===== src/bosw_pkg.sv =====
package bosw_pkg;

    localparam int C_PAGES   = 8;
    localparam int C_COLUMNS = 128;

    localparam logic [7:0] C_MASK_FULL = 8'hFF;
    localparam logic [7:0] C_MASK_TOP  = 8'h01;
    localparam logic [7:0] C_MASK_BOT  = 8'h80;

    typedef struct packed {
        logic [5:0] top_row;
        logic [6:0] left_column;
        logic [6:0] box_height;
        logic [7:0] box_width;
        logic [8:0] write_number;
    } t_in_item;

    typedef struct packed {
        logic [2:0] page_out;
        logic [6:0] column_out;
        logic [7:0] segment_mask;
        logic       final_write;
        logic       past_end;
        logic       off_screen;
    } t_out_item;

    // box geometry after the first stage
    typedef struct packed {
        logic [8:0] k;
        logic [6:0] lc;
        logic [7:0] w;
        logic [3:0] h_lo;
        logic [2:0] sp;
        logic [2:0] e;
        logic [4:0] np;
        logic [3:0] r;
        logic [9:0] count;
        logic       empty;
        logic       multi;
        logic       w_one;
    } t_geom;

    // selected write before the screen check
    typedef struct packed {
        logic [4:0] page;
        logic [8:0] col;
        logic [7:0] mask;
        logic       final_write;
        logic       past_end;
    } t_sel;

endpackage


===== src/box_outline_segment_writer.sv =====
// a word taken on start is registered in the geometry, write select and screen check stages in turn
// throughput: one word per cycle, busy stays low; the three register stages
// (geometry, write select, screen check) never stall
// reset: synchronous active-low reset clears the stage valid bits only
// the receiver cannot stall, so every o_strobe cycle carries one result word
module box_outline_segment_writer (
    input  logic                i_clk,
    input  logic                i_rst_n,
    input  logic                start,
    output logic                busy,
    input  bosw_pkg::t_in_item  i_item,
    output logic                o_strobe,
    output bosw_pkg::t_out_item o_result
);

    logic                r_valid;
    bosw_pkg::t_out_item r_result;
    bosw_pkg::t_out_item n_result;
    logic                geom_valid;
    bosw_pkg::t_geom     geom;
    logic                sel_valid;
    bosw_pkg::t_sel      sel;

    bosw_geom u_geom (
        .i_clk   (i_clk),
        .i_rst_n (i_rst_n),
        .i_valid (start),
        .i_item  (i_item),
        .o_valid (geom_valid),
        .o_geom  (geom)
    );

    bosw_select u_select (
        .i_clk   (i_clk),
        .i_rst_n (i_rst_n),
        .i_valid (geom_valid),
        .i_geom  (geom),
        .o_valid (sel_valid),
        .o_sel   (sel)
    );

    always_comb begin
        n_result.page_out     = sel.page[2:0];
        n_result.column_out   = sel.col[6:0];
        n_result.segment_mask = sel.mask;
        n_result.final_write  = sel.final_write;
        n_result.past_end     = sel.past_end;
        n_result.off_screen   = !sel.past_end
                              && ((sel.page >= 5'(bosw_pkg::C_PAGES))
                               || (sel.col >= 9'(bosw_pkg::C_COLUMNS)));
    end

    always_ff @(posedge i_clk) begin
        if (!i_rst_n) begin
            r_valid <= 1'b0;
        end else begin
            r_valid <= sel_valid;
        end
        r_result <= n_result;
    end

    assign busy     = 1'b0;
    assign o_strobe = r_valid;
    assign o_result = r_result;

    a_latency: assert property (@(posedge i_clk) disable iff (!i_rst_n)
        start |-> ##3 o_strobe)
        else $error("accepted word did not produce a result after three cycles");

    a_past_end_zero: assert property (@(posedge i_clk) disable iff (!i_rst_n)
        (o_strobe && o_result.past_end) |-> (o_result.page_out == '0
            && o_result.column_out == '0 && o_result.segment_mask == '0
            && !o_result.final_write && !o_result.off_screen))
        else $error("past-end result carries nonzero fields");

    a_final_excl: assert property (@(posedge i_clk) disable iff (!i_rst_n)
        o_strobe |-> !(o_result.final_write && o_result.past_end))
        else $error("result flagged both final and past end");

    a_mask_set: assert property (@(posedge i_clk) disable iff (!i_rst_n)
        (o_strobe && !o_result.past_end) |-> (o_result.segment_mask != '0))
        else $error("in-range write with empty segment mask");

endmodule


===== src/bosw_geom.sv =====
module bosw_geom (
    input  logic              i_clk,
    input  logic              i_rst_n,
    input  logic              i_valid,
    input  bosw_pkg::t_in_item i_item,
    output logic              o_valid,
    output bosw_pkg::t_geom   o_geom
);

    logic            r_valid;
    bosw_pkg::t_geom r_geom;
    bosw_pkg::t_geom n_geom;
    logic [7:0]      span;

    always_comb begin
        // last row offset counted from the top of the first page
        span = 8'({5'd0, i_item.top_row[2:0]}) + {1'b0, i_item.box_height} - 8'd1;

        n_geom.k     = i_item.write_number;
        n_geom.lc    = i_item.left_column;
        n_geom.w     = i_item.box_width;
        n_geom.h_lo  = i_item.box_height[3:0];
        n_geom.sp    = i_item.top_row[5:3];
        n_geom.e     = i_item.top_row[2:0];
        n_geom.np    = span[7:3] + 5'd1;
        n_geom.r     = {1'b0, span[2:0]} + 4'd1;
        n_geom.empty = (i_item.box_height == '0) || (i_item.box_width == '0);
        n_geom.multi = (span[7:3] != '0);
        n_geom.w_one = (i_item.box_width == 8'd1);

        if (span[7:3] == '0) begin
            n_geom.count = {2'b00, i_item.box_width};
        end else if (i_item.box_width == 8'd1) begin
            n_geom.count = 10'(span[7:3]) + 10'd1;
        end else begin
            // 2*w + 2*(np-2) = 2*w + 2*(span/8 - 1)
            n_geom.count = {1'b0, i_item.box_width, 1'b0}
                         + {4'd0, span[7:3], 1'b0} - 10'd2;
        end
    end

    always_ff @(posedge i_clk) begin
        if (!i_rst_n) begin
            r_valid <= 1'b0;
        end else begin
            r_valid <= i_valid;
        end
        r_geom <= n_geom;
    end

    assign o_valid = r_valid;
    assign o_geom  = r_geom;

endmodule


===== src/bosw_select.sv =====
module bosw_select (
    input  logic            i_clk,
    input  logic            i_rst_n,
    input  logic            i_valid,
    input  bosw_pkg::t_geom i_geom,
    output logic            o_valid,
    output bosw_pkg::t_sel  o_sel
);

    logic           r_valid;
    bosw_pkg::t_sel r_sel;
    bosw_pkg::t_sel n_sel;

    logic [9:0] kk;
    logic [9:0] w10;
    logic [9:0] mids;
    logic [9:0] j_mid;
    logic [9:0] j_bot;
    logic [7:0] top_corner;
    logic [7:0] top_mid;
    logic [7:0] bot_corner;
    logic [7:0] bot_mid;
    logic [7:0] one_corner;
    logic [7:0] one_mid;

    always_comb begin
        kk    = {1'b0, i_geom.k};
        w10   = {2'b00, i_geom.w};
        mids  = {4'd0, i_geom.np, 1'b0} - 10'd4;
        j_mid = kk - w10;
        j_bot = kk - w10 - mids;

        top_corner = 8'(bosw_pkg::C_MASK_FULL << i_geom.e);
        top_mid    = 8'(bosw_pkg::C_MASK_TOP << i_geom.e);
        bot_corner = bosw_pkg::C_MASK_FULL >> (4'd8 - i_geom.r);
        bot_mid    = bosw_pkg::C_MASK_BOT >> (4'd8 - i_geom.r);
        one_corner = 8'((bosw_pkg::C_MASK_FULL >> (4'd8 - i_geom.h_lo)) << i_geom.e);
        one_mid    = 8'((bosw_pkg::C_MASK_TOP
                       | 8'(bosw_pkg::C_MASK_TOP << (i_geom.h_lo - 4'd1))) << i_geom.e);

        n_sel.page        = {2'b00, i_geom.sp};
        n_sel.col         = {2'b00, i_geom.lc} + 9'(kk);
        n_sel.mask        = '0;
        n_sel.past_end    = i_geom.empty || (kk >= i_geom.count);
        n_sel.final_write = (kk == i_geom.count - 10'd1);

        if (!i_geom.multi) begin
            n_sel.mask = (kk == '0 || kk == w10 - 10'd1) ? one_corner : one_mid;
        end else if (i_geom.w_one) begin
            n_sel.page = {2'b00, i_geom.sp} + 5'(i_geom.k);
            n_sel.col  = {2'b00, i_geom.lc};
            if (kk == '0) begin
                n_sel.mask = top_corner;
            end else if (kk == 10'(i_geom.np) - 10'd1) begin
                n_sel.mask = bot_corner;
            end else begin
                n_sel.mask = bosw_pkg::C_MASK_FULL;
            end
        end else if (kk < w10) begin
            n_sel.mask = (kk == '0 || kk == w10 - 10'd1) ? top_corner : top_mid;
        end else if (kk < w10 + mids) begin
            // middle pages alternate left side, right side
            n_sel.page = {2'b00, i_geom.sp} + 5'd1 + 5'(j_mid[9:1]);
            n_sel.col  = j_mid[0] ? ({2'b00, i_geom.lc} + {1'b0, i_geom.w} - 9'd1)
                                  : {2'b00, i_geom.lc};
            n_sel.mask = bosw_pkg::C_MASK_FULL;
        end else begin
            n_sel.page = {2'b00, i_geom.sp} + i_geom.np - 5'd1;
            n_sel.col  = {2'b00, i_geom.lc} + 9'(j_bot);
            n_sel.mask = (j_bot == '0 || j_bot == w10 - 10'd1) ? bot_corner : bot_mid;
        end

        if (n_sel.past_end) begin
            n_sel.page        = '0;
            n_sel.col         = '0;
            n_sel.mask        = '0;
            n_sel.final_write = 1'b0;
        end
    end

    always_ff @(posedge i_clk) begin
        if (!i_rst_n) begin
            r_valid <= 1'b0;
        end else begin
            r_valid <= i_valid;
        end
        r_sel <= n_sel;
    end

    assign o_valid = r_valid;
    assign o_sel   = r_sel;

endmodule


===== config.mk =====
export PLATFORM = sky130hd
export DESIGN_NAME = box_outline_segment_writer
export DESIGN_NICKNAME = d
export VERILOG_FILES = /design/src/bosw_pkg.sv /design/src/box_outline_segment_writer.sv /design/src/bosw_geom.sv /design/src/bosw_select.sv
export SDC_FILE = /design/constraint.sdc
export NUM_CORES = 1
export LEC_CHECK = 0
export ABC_AREA = 0
export BUFFER_PORTS_ARGS = -buffer_cell sky130_fd_sc_hd__clkbuf_2
export CORE_MARGIN = 2
export CORE_UTILIZATION = 55
export DETAILED_ROUTE_END_ITERATION = 8
export MAX_ROUTING_LAYER = met4
export PLACE_DENSITY = 0.81
export RECOVER_POWER = 100
export SYNTH_ARGS = -nofsm -noshare
export SYNTH_HDL_FRONTEND = slang
export SYNTH_SLANG_ARGS = --single-unit

===== constraint.sdc =====
create_clock -name i_clk -period 5.15 [get_ports i_clk]
set_clock_uncertainty 0.05 [all_clocks]
set_input_delay 1.03 -clock i_clk [delete_from_list [all_inputs] [get_ports i_clk]]
set_output_delay 1.03 -clock i_clk [all_outputs]
set_load 0.005 [all_outputs]

Word-level counts from Yosys, hierarchy flattened
Cells that the tools add are included.

word-level totals
  bits in registers = 104
  word-level logic and storage cells = 101
  bits of input ports = 40
  output and inout bits = 23

operators by class
  equal/unequal tests = 5
  order comparisons = 5
  multiplexer cells = 14
  reductions and logical operators = 14
  shift-type cells = 8
  bitwise logic cells = 1
  $add $sub $neg = 26

operators by type and width
  kind                   number
  $mux 8                 8
  $mux 22                2
  $eq 9x10->1            3
  $shr 8x4->8 const A    3
  $add 7x9->9            2
  $shl 8x3->8            2
  $mux 14                1
  $mux 12                1
  $add 3x5->5            2
  $add 8x10->10          1
  $add 9x6->10           1
  $eq 10x10->1           1
  $ge 9x10->1            1
  $logic_not 10->1       1
  $lt 9x10->1            1
  $mux 10                1
  $sub 10x1->10 const B  1
  $sub 10x10->10         1
  $sub 10x2->10 const B  1
  $sub 9x8->10           1
  $add 7x8->9            1
  $ge 9x8->1 const B     1
  $logic_not 9->1        1
  $lt 9x8->1             1
  other kinds (28)       34

Depth between registers and ports, before layout
  word-level depth = 9
  gate-level depth with buffers = 21

Modules after synthesis
Synthesis repeated with hierarchy kept, for this count alone.

unflattened totals
  cells, all modules = 1057
  area total of the unflattened synthesis = 8857.2 µm²

modules (own cells, without submodules)
  module                      times used  area each (µm²)  cells an instance
  bosw_select                 1           6163.4           820
  bosw_geom                   1           2225.9           210
  box_outline_segment_writer  1           467.9            27

Worst setup path before layout
No wires, ideal clock.

  kind = register to register
  start point = register u_geom.r_geom, in the netlist u_geom.o_geom[48]
  end point = register u_select.r_sel, in the netlist u_select.o_sel[6]
  arrival = 4.147 ns
  setup time = 0.122 ns
  buffers on the path = 2
  setup slack = 0.832 ns
  data required time = 4.978 ns
  clock period less this slack = 4.318 ns
  stages on the path, launching flop included = 20
  path through = dfxtp_1 clkbuf_1 inv_1 fa_1 nor2b_1 o21ai_0 a21o_1 a21oi_1 or2_2 clkbuf_1 nand2_1 ha_1 a2111o_1 o21ai_0 xnor2_1 xnor2_1 nor3_1 a22oi_2 a211oi_1 o311a_1

on the way
  word-level cells in the longest chain between the ends = 9
  elaborated cells on any way between the ends = 22
  classes of those cells = 2 x add/sub; 3 x order compare; 3 x eq/ne; 9 x mux; 5 x reduce/logical

ends and longest elaborated chain
  what                                              RTL line           text
  start: declaration                                bosw_geom.sv:11    bosw_pkg::t_geom r_geom;
  start signal: assignment                          bosw_geom.sv:48    r_geom <= n_geom;
  $sub 9x8->10                                      n/a
  $sub 10x10->10                                    bosw_select.sv:31  j_bot = kk - w10 - mids;
  $eq 10x10->1 or $logic_not 10->1 (tied branches)  bosw_select.sv:70  n_sel.mask = (j_bot == '0 || j_bot == w10 - 10'd1) ? bot_corner : bot_mid;
  $logic_or 1x1->1                                  bosw_select.sv:70
  $mux 8                                            bosw_select.sv:70
  $mux 22                                           bosw_select.sv:61  end else if (kk < w10 + mids) begin
  $mux 8                                            bosw_select.sv:59  end else if (kk < w10) begin
  $mux 22                                           bosw_select.sv:49  end else if (i_geom.w_one) begin
  $mux 8                                            bosw_select.sv:47  if (!i_geom.multi) begin
  end signal: assignment                            bosw_select.sv:87  r_sel <= n_sel;
  end: declaration                                  bosw_select.sv:11  bosw_pkg::t_sel r_sel;

Several ways; a longest one is shown, not always the timed one.
A chain may end at the register's enable or synchronous reset.

Worst setup path in the final report
  start point = register u_geom.r_geom, in the netlist u_geom.o_geom[47]
  end point = register u_select.r_sel, in the netlist u_select.o_sel[6]

The elaborated chain is that of the path after synthesis.

==> metrics.cfg <==
[hold_path]
min_path_type=reg -> reg
whs_path_depth=0
worstHoldStart=u_select.o_sel[10]
min_to=o_result[11]

[worst_setup_path]
path_class=reg -> reg
setup.worst_path.start_class=flip-flop
reg2reg_slack_ns=0.46
endpoint_kind=flip-flop
crit_chain=inv_1 > ha_1 > fa_1 > nor2b_1 > o21ai_0 > a21o_1 > a21oi_1 > or2_2 > nand2_1 > ha_1 > a2111o_1 > o21ai_0 > xnor2_1 > xnor2_1 > nor3_1 > a22oi_2 > buf_4 > a211oi_1 > o311a_1
critPathArrivalTime_ns=4.88
worst_r2r_path_depth=19
r2r-end=u_select.o_sel[6]
cp_max_fo=8
cp.depth=19
cp_slowest_stage_delay_ns=0.45
slowest_stage=dfxtp_1
cp_num_buf_inv=2
crit_required_ns=5.35
crit_path_start=u_geom.o_geom[47]
cp_top_family=compound AO/OA/AOI/OAI gates
rr_startpoint=u_geom.o_geom[47]

[cts]
path_clk_slew_ns=0.07
cts-htree-levels=3
insertion_delay_ns=0.37
cts_buffer_depth=2
cts_resized=0
cts-root-buf=clkbuf_16
numCtsBuffers=9
cts_tree=yes
clkSinkCount=104
hold_buffers=0
post_cts.repair.setup_buffers=0

[synth]
async_reset_ff_share_pct=0
synthCells=1091
ys_warn_count=0
synth_edf_count=0
avgSynthCellArea_um2=8.14
ys_seq_elements=104
syn_nets=1276
synthTopCellsByArea=dfxtp_1 23%, ha_1 19%, xnor2_1 6.2%
synth_area_mm2=0.00888
ys_top_cells_by_count=139 x inv_1, 134 x ha_1, 104 x dfxtp_1
synth_ff_type=dfxtp_1
ys_types=76
yosysMostFrequentCell=inv_1
yosysSeqAreaShare_pct=23.4
synth_top_cell_by_area=dfxtp_1
synth_top_area_share_pct=23.4

[status]
status=completed

[die]
io_pins=63
std_cell_rows=46
chipWidth_um=131
start_util_pct=56.1
die_h_um=131
core_region_area_mm2=0.0158
die-area_mm2=0.0172

[sta]
slew_viol_final=0
rsz0062_at_grt=no
setup_slack_ns=0.462
period_needed_ns=4.69
max_freq_ghz=0.213
setup-violations-final=0
worst_slew_pin_slew_ns=0.903
post-route-period-util_pct=91.0
tns_ns=0
hold_violations=0
maxSlewHeadroom_pct=39.8
hold_slack_ns=0.277

[placed_design]
dp_hpwl_mm=17.5
pre_cts_slack_ns=0.438
place_congestion=0.964
dp_cells=1346
numPortBuffers=61

[route]
dr_total_vias=7870
drt-initial-drc-count=673
routedWlPerCell_um=16.4
drc=0
wl_mm=22.4
antenna_left=0
via_per_inst=5.78
firstDrtPassIters=5

[pwr]
p_leak_nw=4.50
vdd_drop_max_mv=0.268
power_per_cell_area_mw_per_mm2=503

[global_routing]
grt_pass1_wl_mm=36.0
grt_max_degree=27
grt_pass1_vias=7371
grtUsageTotal_pct=27.6
antenna_found_initial=0
grt_overflow=0

[layout]
fin_util_pct=60.9
nets=1326
diodes=0
fin_cells=1361
drive_gt1_share_pct=6.03
area_growth_syn_to_layout_pct=8.54
n_fill_cell=1389

[run]
drv_cap=0

[layout make-up]
| type | count | area [µm²] | share of cell area, % |
|---|---|---|---|
| clock buffer | 10 | 229 | 2.38 |
| clock inverter | 5 | 65.1 | 0.675 |
| tap | 216 | 270 | 2.80 |
| inverter | 140 | 526 | 5.45 |
| multi-input combinational | 813 | 6120 | 63.5 |
| sequential | 104 | 2080 | 21.6 |
| timing repair buffer | 73 | 345 | 3.58 |
[sequential cells by signal, indices dropped and copies added (netlist names)]
| signal | cells |
|---|---|
| u_geom.o_valid | 1 |
| o_strobe | 1 |
| u_select.o_valid | 1 |
| u_select.o_sel | 24 |
| o_result | 21 |
| u_geom.o_geom | 56 |
[kinds of logic (layout without fill, tap and decap cells)]
family | after synthesis | after routing | share of synthesized area, %
DFF | 104 | 104 | 23.4
other | 1 | 1 | 0.0422
buffers and inverters | 174 | 228 | 7.62
xor gates and xnor gates | 88 | 88 | 8.68
adders and majority gates | 145 | 145 | 21.4
and+or+nand+nor | 285 | 285 | 16.0
muxes | 18 | 18 | 2.18
AOI/OAI and AO/OA | 276 | 276 | 20.7
[report_power, final]
| group | internal, W | leakage, nW | switching [W] |
|---|---|---|---|
| registers | 0.00105 | 0.873 | 0.000128 |
| logic | 0.00126 | 3.49 | 0.00171 |
| clock network | 0.000380 | 0.137 | 0.000322 |
| total | 0.00269 | 4.50 | 0.00216 |
[worst max path at each step]
stage / endpoint / slack (ns)
after floorplan: u_select.o_sel[6] / 0.83
after global placement: u_geom.o_geom[12] / 0.53
after detailed placement: u_geom.o_geom[12] / 0.44
after CTS: u_select.o_sel[6] / 0.56
after global routing: u_select.o_sel[6] / 0.24
final: u_select.o_sel[6] / 0.46
[layer usage]
| layer | share of wire, % | GRT usage [%] | up-vias |
|---|---|---|---|
| met5 | 0 | - | - |
| met4 | 3.2 | 11.0 | 0 |
| met3 | 7.4 | 4.55 | 55 |
| met2 | 45 | 43.2 | 316 |
| met1 | 44 | 35.5 | 3588 |
| li1 | - | - | 3911 |
[cell usage in the layout (no fill, tap or decap), types with 8 or more instances in the layout]
cell | Yosys | final
a21o_1 | 23 | 23
clkbuf_2 | 0 | 27
nor3_1 | 32 | 32
o31ai_1 | 9 | 9
o21ai_0 | 66 | 66
fa_1 | 11 | 11
a21oi_1 | 67 | 67
clkbuf_1 | 29 | 37
xnor2_1 | 63 | 63
nor4_1 | 10 | 10
o221ai_1 | 8 | 8
ha_1 | 134 | 134
xor2_1 | 25 | 25
nand2b_1 | 14 | 14
nand3_1 | 13 | 13
inv_1 | 139 | 139
nand2_1 | 51 | 51
o211ai_1 | 8 | 8
mux2i_1 | 16 | 16
nor2b_1 | 18 | 18
or3_1 | 8 | 8
a22oi_1 | 10 | 10
buf_4 | 2 | 10
clkbuf_16 | 0 | 9
nor2_1 | 91 | 91
a211oi_1 | 9 | 9
dfxtp_1 | 104 | 104
[through the flow]
| step | instance area, µm² | power, W |
|---|---|---|
| 2_1_floorplan | 8880 | 0.00341 |
| 3_3_place_gp | 9400 | 0.00405 |
| 3_5_place_dp | 9400 | 0.00412 |
| 4_1_cts | 9690 | 0.00484 |
| 5_1_grt | 9640 | 0.00528 |
| 6_report | 9640 | 0.00485 |
(Power assumes the default switching activity.)
